==> config.mk <==
export PLATFORM = sky130hd
export DESIGN_NAME = hsvrgb_sector
export DESIGN_NICKNAME = d
export VERILOG_FILES = /design/src/rtl/core/hsvrgb_pkg.sv /design/src/rtl/core/hsvrgb_sector.sv
export SDC_FILE = /design/constraint.sdc
export NUM_CORES = 1
export LEC_CHECK = 0
export ABC_AREA = 1
export BUFFER_PORTS_ARGS = -buffer_cell sky130_fd_sc_hd__buf_2
export CAP_MARGIN = 20
export CORE_AREA = 2 2 39 41
export DETAILED_ROUTE_END_ITERATION = 16
export DIE_AREA = 0 0 41 43
export GPL_ROUTABILITY_DRIVEN = 0
export PLACE_DENSITY_LB_ADDON = 0.12
export SETUP_SLACK_MARGIN = 0.1
export SYNTH_ARGS = -nofsm -noshare
export SYNTH_HDL_FRONTEND = slang
export SYNTH_SLANG_ARGS = --single-unit
==> constraint.sdc <==
create_clock -name vclk -period 1.6
set_input_delay 0.08 -clock vclk [all_inputs]
set_output_delay 0.08 -clock vclk [all_outputs]
set_load 0.01 [all_outputs]
==> src/rtl/core/hsvrgb_pkg.sv <==
// Shared constants and divide-by-constant helpers for the HSV to RGB converter.
// No dependencies; every other file of the block imports this package.
package hsvrgb_pkg;

  localparam int unsigned HueWidth   = 16;
  localparam int unsigned ChanWidth  = 8;

  localparam logic [8:0]  Deg360     = 9'd360;
  localparam logic [5:0]  Deg60      = 6'd60;
  localparam logic [7:0]  Full       = 8'd255;

  // Reciprocals: floor(x/360) ~ (x*Recip360)>>24 (may be one low),
  // x/60 = (x*Recip60)>>20 exact for x <= 15300,
  // x/255 = (x*Recip255)>>24 exact for x <= 65025.
  localparam logic [15:0] Recip360   = 16'd46603;
  localparam logic [14:0] Recip60    = 15'd17477;
  localparam logic [16:0] Recip255   = 17'd65794;

  localparam logic [2:0] SectorRedYellow    = 3'd0;
  localparam logic [2:0] SectorYellowGreen  = 3'd1;
  localparam logic [2:0] SectorGreenCyan    = 3'd2;
  localparam logic [2:0] SectorCyanBlue     = 3'd3;
  localparam logic [2:0] SectorBlueMagenta  = 3'd4;
  localparam logic [2:0] SectorMagentaRed   = 3'd5;

  // Truncating division by 60 of a product of saturation and a remainder.
  function automatic logic [7:0] div60(input logic [13:0] x);
    logic [28:0] prod;
    prod = 29'(x) * 29'(Recip60);
    return prod[27:20];
  endfunction

  // Truncating division by 255 of a product of two 8-bit levels.
  function automatic logic [7:0] div255(input logic [15:0] x);
    logic [32:0] prod;
    prod = 33'(x) * 33'(Recip255);
    return prod[31:24];
  endfunction

endpackage

==> src/rtl/core/hsvrgb_sector.sv <==
// Splits a hue in 0..359 into a 60-degree sector and the remainder inside it.
// Depends on hsvrgb_pkg for the sector codes.
module hsvrgb_sector
  import hsvrgb_pkg::*;
(
  input  logic [8:0] hue_deg,
  output logic [2:0] sector,
  output logic [5:0] rem
);

  logic [8:0] base;

  always_comb begin
    if (hue_deg >= 9'd300) begin
      sector = SectorMagentaRed;
      base   = 9'd300;
    end else if (hue_deg >= 9'd240) begin
      sector = SectorBlueMagenta;
      base   = 9'd240;
    end else if (hue_deg >= 9'd180) begin
      sector = SectorCyanBlue;
      base   = 9'd180;
    end else if (hue_deg >= 9'd120) begin
      sector = SectorGreenCyan;
      base   = 9'd120;
    end else if (hue_deg >= 9'd60) begin
      sector = SectorYellowGreen;
      base   = 9'd60;
    end else begin
      sector = SectorRedYellow;
      base   = 9'd0;
    end
    rem = 6'(hue_deg - base);
  end

endmodule

==> metrics.md, run 1 <==
| Metric | Value |
|---|---|
| Status | finished with violations |
| Failing checks | negative setup slack |
| Sw Share | between 40% and 50% |
| Drt drc | 0 |
| Ratio of cells with drive above 1 in the final layout | 57.1% |
| Logic pwr share | 100.0% |
| Pin count of the biggest net entering global routing | 8 |
| Post-Synthesis Cell Area | about 310 um2 |
| P_int | 0.106 mW |
| Crit path required time | 1.52 ns |
| Clock buffer cells | 0 |
| Final period demand of the worst path | 1.62 ns |
| Avg Inst Size Synth | 4.98 um2 |
| Leakage power | 0.349 nW |
| Total power | 0.208 mW |
| WL met2 | 516 um |
| Via Count | 438 |
| Pre-antenna DRT Iters | 3 |
| Detail Placement HPWL | around 650 um |
| Max-slew violation count | 0 |
| Max FO, Critical Path | 4 |
| Global-route wire length before repair | 1550 um |
| NumNets Final | 106 |
| Met3 wire length | approximately 28 um |
| Die span in y | between 40 and 50 um |
| Max VDD drop | 0.000146 V |
| Max-slew headroom | between 80% and 90% |
| Max cap viols | 0 |
| Net Sw Power | ~0.10 mW |
| Post-synthesis net count | 75 |
| # port buffers | 14 |
| Total inserted antenna cells | 0 |
| 1st-iter DRT viols | 4 |
| Initial core utilization | approximately 22% |
| Flop pwr share | 0% |
| Synth cell types | 13 |
| Critical Path AT | 1.54 ns |
| Clk pwr share | 0% |
| Smallest hold slack | 0.160 ns |
| # setup viols final | 2 |
| Post-DRT Antenna Nets | 0 |
| Post-Place Setup Slack | -0.139 ns |
| Setup TNS | -0.0395 ns |
| Cell Pwr Density | 332 nW/um2 |
| Metal-1 WL | 372 um |
| Final Util | 45.3% |
| Vias per cell | 4.09 |
| Seq/Total Area, Yosys | 0% |
| Multi-input gate area | 318 um2 |
| GRT Util Overall | 12.1% |
| Worst-Margin Slew | 0.254 ns |
| Cell count after synthesis | 62 |
| Routed len/inst | around 8.6 um |
| Period utilisation layout | 102% |
| Antenna violations before repair | 0 |
| Hold Path Sink | rem[0] |
| Vias in the first global route | 437 |
| I/O pin total | 18 |
| Final Hold Viols | 0 |
| Die W | 41 um |
| Yosys warnings | 0 |
| Post-Route WL | 917 um |
| Standard-cell row count | 14 |
| Setup slack after layout | -0.0249 ns |
| Die area | 1760 um2 |
| HP Class | input pin to primary output |
| Core box area | 1380 um2 |
| Sequential standard cell area | 0 um2 |
| Hold path depth | 0 |
| Upper clock frequency limit | 615 MHz |
| Synth-to-layout area growth | 103% |
| Max Used Layer | met3 |
| Unrepaired setup endpoints after global routing | true |
| Crit Path Category | input pin to primary output |
| FILL cells | 148 |
| FFs & Latches | 0 |
| Grt total ovfl | 0 |
| Hold_sp | hue_deg[0] |
| Critical path endpoint category | primary output |
| Critical Path Source Type | input pin |
per-stage QoR:
stage               std cells  cell area [um2]
finish                    107              627
global route              107              627
CTS                       106              598
detailed placement        100              469
global placement          100              469
floorplan                  62              319
cells in the final DEF (no fill, tap or decap):
cell / n
a21oi_2: 1
buf_2: 8
buf_4: 17
buf_6: 5
buf_8: 1
fa_2: 1
ha_1: 1
ha_4: 2
inv_1: 8
inv_2: 3
inv_6: 1
nand2_1: 17
nand2_2: 6
nand2_4: 1
nand3_1: 4
nand3_2: 1
nor2_1: 8
nor2_2: 3
nor2_4: 1
o21ai_0: 1
xnor2_2: 1
routing by layer:
| metal | vias up | GRT usage (%) |
|---|---|---|
| met5 | - | 0 |
| met1 | 189 | 13.4 |
| li1 | 241 | - |
| met4 | 0 | 4.00 |
| met3 | 0 | 0 |
| met2 | 8 | 22.8 |
synth_stat cells:
library cell	number	share of area [%]
o21ai_0	1	1.6
nor2_1	10	12
ha_1	3	12
nand3_1	5	8.1
buf_4	2	4.9
nand2_2	3	6.1
xnor2_1	1	2.8
nor2_2	2	4.0
inv_1	10	12
nand2_1	21	26
a21oi_1	1	1.6
fa_1	1	6.5
inv_2	2	2.4
what timing repair did:
item | CTS | global route
endpoints found under the setup margin | 3 | 3
gates resized for setup | 25 | 5
hold buffers | 0 | 0
pin swaps | 1 | 5
buffers inserted | 6 | 1
critical path: stages:
cell and delay, ns:
buf_6 0.10, nand2_2 0.07, nor2_1 0.04, nand2_1 0.08, nand2_2 0.09, nand2_2 0.06, nand2_1 0.04, nand2_1 0.07
nand2_2 0.08, ha_4 0.17, fa_2 0.51, inv_1 0.03, buf_2 0.12
kinds of logic (layout without fill, tap and decap cells):
group / count (synthesis) / count (layout) / share of synthesized area, %
adder cells (fa/ha/maj): 4 / 4 / 18.6
AO/OA/AOI/OAI: 2 / 2 / 3.24
AND/OR/NAND/NOR: 41 / 41 / 55.9
XOR/XNOR: 1 / 1 / 2.83
buffers and inverters: 14 / 43 / 19.4
power by group through the flow:
stage	Clock [mW]	Combinational (mW)	Sequential, mW
3_3_place_gp	0	0.168	0
3_5_place_dp	0	0.168	0
6_report	0	0.208	0
5_1_grt	0	0.237	0
2_1_floorplan	0	0.101	0
4_1_cts	0	0.198	0
cell type report:
class,instances,area share (%)
multi-input cells,48,50.7
repair buffers,31,38.1
inverters,12,7.98
well taps,16,3.19
how the worst max path moves through the flow:
stage / end / cells past startpoint / slack [ns] / startpoint
2_1_floorplan: rem[4] / 11 / 0.11 / hue_deg[7]
3_3_place_gp: rem[4] / 13 / -0.12 / hue_deg[8]
3_5_place_dp: rem[4] / 13 / -0.14 / hue_deg[8]
4_1_cts: rem[3] / 13 / -0.02 / hue_deg[8]
5_1_grt: rem[4] / 13 / -0.14 / hue_deg[8]
6_report: rem[3] / 13 / -0.02 / hue_deg[4]
(Power assumes the default switching activity.)
==> run 2: changes to the inputs <==
- ABC_AREA: 1 -> unset
- BUFFER_PORTS_ARGS: -buffer_cell sky130_fd_sc_hd__buf_2 -> unset
- DONT_BUFFER_PORTS: unset -> 1
==> run 2 against run 1 <==
Against the previous run: the run now ends clean; final cell count down 40%; via count is 29% lower; sequential cell count stayed put; non-clock buffer count decreased by 22; total power decreased by 31%; critical path type unchanged; largest cell class unchanged.
==> metrics.md, run 2 <==
| Metric | Value |
|---|---|
| Leakage power | 0.198 nW (-43%) |
| Post-synth top area share | 12.1% (-13 points) |
| Status | finished clean |
| # port buffers | 0 (-14) |
| 1st-iter DRT viols | 8 (+4) |
| Synth area leaders | ha_1, a21oi_1, buf_4 |
| Total inserted antenna cells | 0 (unchanged) |
| Max-slew headroom | 83.2% (+0.33 points) |
| Synth area leader | ha_1 |
| Sequential standard cell area | 0 um2 (unchanged) |
| XOR/XNOR Fraction of Synth Area | 5.67% (+2.8 points) |
| Synth Area in Adders | 22.3% (+3.6 points) |
| Most frequent cells in the layout | buf_4, inv_1, a21oi_1, nand2_1, nor2_1 |
| Placed insts | 58 (-42%) |
| Vias in the first global route | 288 (-34%) |
| HP Class | input pin to primary output |
| Post-synthesis net count | 56 (-25%) |
| Crit path required time | 1.52 ns (about the same) |
| Synth-to-layout area growth | 38.5% |
| Die area | 1760 um2 (unchanged) |
| NumNets Final | 63 (-41%) |
| Pre-antenna DRT Iters | 4 (+1) |
| Detail Placement HPWL | 663 um (+2.0%) |
| Cell Pwr Density | 335 nW/um2 (+0.95%) |
| CP max-delay cell | fa_2 |
| CP max stage delay | 0.35 ns (-0.16 ns) |
| Period utilisation layout | 99.8% (-1.7 points) |
| Critical Path Source Type | input pin |
| Cell count after synthesis | 43 (-31%) |
| Hold_sp | hue_deg[1] |
| Crit Path Category | input pin to primary output |
| Global-route wire length before repair | 1300 um (-16%) |
| Post-Route WL | 796 um (-13%) |
| Gr busiest metal | met2 |
| Upper clock frequency limit | 626 MHz (+1.7%) |
| Hold path depth | 0 (unchanged) |
| Clock buffer cells | 0 (unchanged) |
| Critical path's top delay family | adder cells |
| Buf+Inv Stages, Crit Path | 1 (-2) |
| Drt drc | 0 (unchanged) |
| Antenna violations before repair | 0 (unchanged) |
| Multiplexer area fraction after synthesis | 0% (unchanged) |
| Post-synth top cells | inv_1, a21oi_1, nand2_1 |
| Max VDD drop | 0.0000888 V (-39%) |
| Die W | 41 um (unchanged) |
| Synth cell types | 24 (+11) |
| Vias per cell | 4.86 (+19%) |
| Synth Area in Compound Gates | 26.7% (+23 points) |
| Max cap viols | 0 (unchanged) |
| Yosys warnings | 0 (unchanged) |
| Die span in y | 43 um (unchanged) |
| Final cell count without fillers | 64 (-40%) |
| Post-Synthesis Cell Area | 309 um2 (unchanged) |
| FFs & Latches | 0 (unchanged) |
| Met2 GRT Util | 15.3% (-7.5 points) |
| I/O pin total | 18 (unchanged) |
| Max-slew violation count | 0 (unchanged) |
| Via Count | 311 (-29%) |
| Critical path endpoint category | primary output |
| Commonest non-fill, non-tap cell in the layout | buf_4 |
| Ratio of cells with drive above 1 in the final layout | 52.1% (-5.1 points) |
| Worst-Margin Slew | 0.249 ns (-0.00460 ns) |
| FILL cells | 158 (+6.8%) |
| Simple-Gate Fraction of Synth Area | 27.1% (-29 points) |
| Post-DRT Antenna Nets | 0 (unchanged) |
| Met1 usage | 13.3% (-0.042 points) |
| Final Hold Viols | 0 (unchanged) |
| Most frequent cell after synthesis | inv_1 |
| Hold Path Sink | rem[1] |
| Cell Chain, Critical Path | maj3_2 -> a31oi_4 -> o31ai_4 -> ha_2 -> buf_6 -> fa_2 -> xnor2_2 |
| Unrepaired setup endpoints after global routing | true |
| # setup viols final | 0 (-2) |
| Initial core utilization | 22.3% (unchanged) |
| GRT Util Overall | 9.80% (-2.3 points) |
| Routed len/inst | 12.4 um (+45%) |
| Final period demand of the worst path | 1.60 ns (-0.0278 ns) |
| GR met3 Demand/Resource | 3.66% (+3.7 points) |
| Seq/Total Area, Yosys | 0% (unchanged) |
| Standard-cell row count | 14 (unchanged) |
| Max FO, Critical Path | 5 (+1) |
| Final Util | 30.9% (-14 points) |
| Core box area | 1380 um2 (unchanged) |
| Avg Inst Size Synth | 7.19 um2 (+44%) |
| Grt total ovfl | 0 (unchanged) |
| Pin count of the biggest net entering global routing | 9 (+1) |
| Largest family of logic cells by synthesized area | simple AND/OR/NAND/NOR gates |
| Critical Path AT | 1.52 ns (-0.02 ns) |
-- run 2: cell types whose count changed after synthesis, sizes merged, moves of 2 or more --
cell	delta
a21oi	+4
inv	-6
nand2	-20
buf	+2
nor2	-8
nand3	-4
-- run 2: per-layer routing --
metal | routed length [um] | up-vias
li1 | - | 157
met1 | 279 | 137
met2 | 393 | 17
met3 | 124 | 0
met4 | 0 | 0
met5 | 0 | -
-- run 2: power breakdown --
| part | switching (mW) | total (mW) | leakage (nW) | internal, mW |
|---|---|---|---|---|
| sequential | 0 | 0 | 0 | 0 |
| combinational | 0.0654 | 0.143 | 0.198 | 0.0780 |
| clock | 0 | 0 | 0 | 0 |
| total | 0.0654 | 0.143 | 0.198 | 0.0780 |
-- run 2: area by class of cell --
cell class / count / area, um2 / area share [%]
inverters: 6 / 22.5 / 5.26
multi-input cells: 33 / 314 / 73.4
well taps: 16 / 20.0 / 4.68
repair buffers: 9 / 71.3 / 16.7
-- run 2: timing repair --
item                                    CTS  global route
buffers inserted                          3             3
hold endpoints to repair                  0             0
endpoints found under the setup margin    2             3
hold buffers                              0             0
gates cloned                              0             0
pin swaps                                 6             7
resized for setup                         1            10
-- run 2: worst max path at each step --
stage / from / cells past startpoint / slack, ns / end
4_1_cts: hue_deg[2] / 9 / 0.03 / rem[5]
3_3_place_gp: hue_deg[3] / 9 / -0.003 / rem[5]
2_1_floorplan: hue_deg[7] / 9 / -0.05 / rem[5]
5_1_grt: hue_deg[2] / 7 / -0.03 / rem[4]
6_report: hue_deg[2] / 7 / 0.003 / rem[4]
3_5_place_dp: hue_deg[3] / 9 / -0.03 / rem[5]
-- run 2: stage by stage --
step                TNS (ns)  cell area, um2  total power [mW]  worst slack (ns)  hold WS, ns
floorplan            -0.0669             327             0.105           -0.0467        0.208
global placement    -0.00340             332             0.114          -0.00340        0.160
detailed placement   -0.0261             332             0.116           -0.0261        0.160
CTS                        0             354             0.125            0.0251        0.160
global route         -0.0843             428             0.159           -0.0343        0.160
finish                     0             428             0.143           0.00291        0.160
-- run 2: cell families (layout without fill, tap and decap cells) --
| kind of cell | count (synthesis) | after routing |
|---|---|---|
| xor+xnor | 2 | 2 |
| compound gates | 12 | 12 |
| buf+inv | 10 | 15 |
| simple gates | 14 | 14 |
| fa+ha+maj | 5 | 5 |
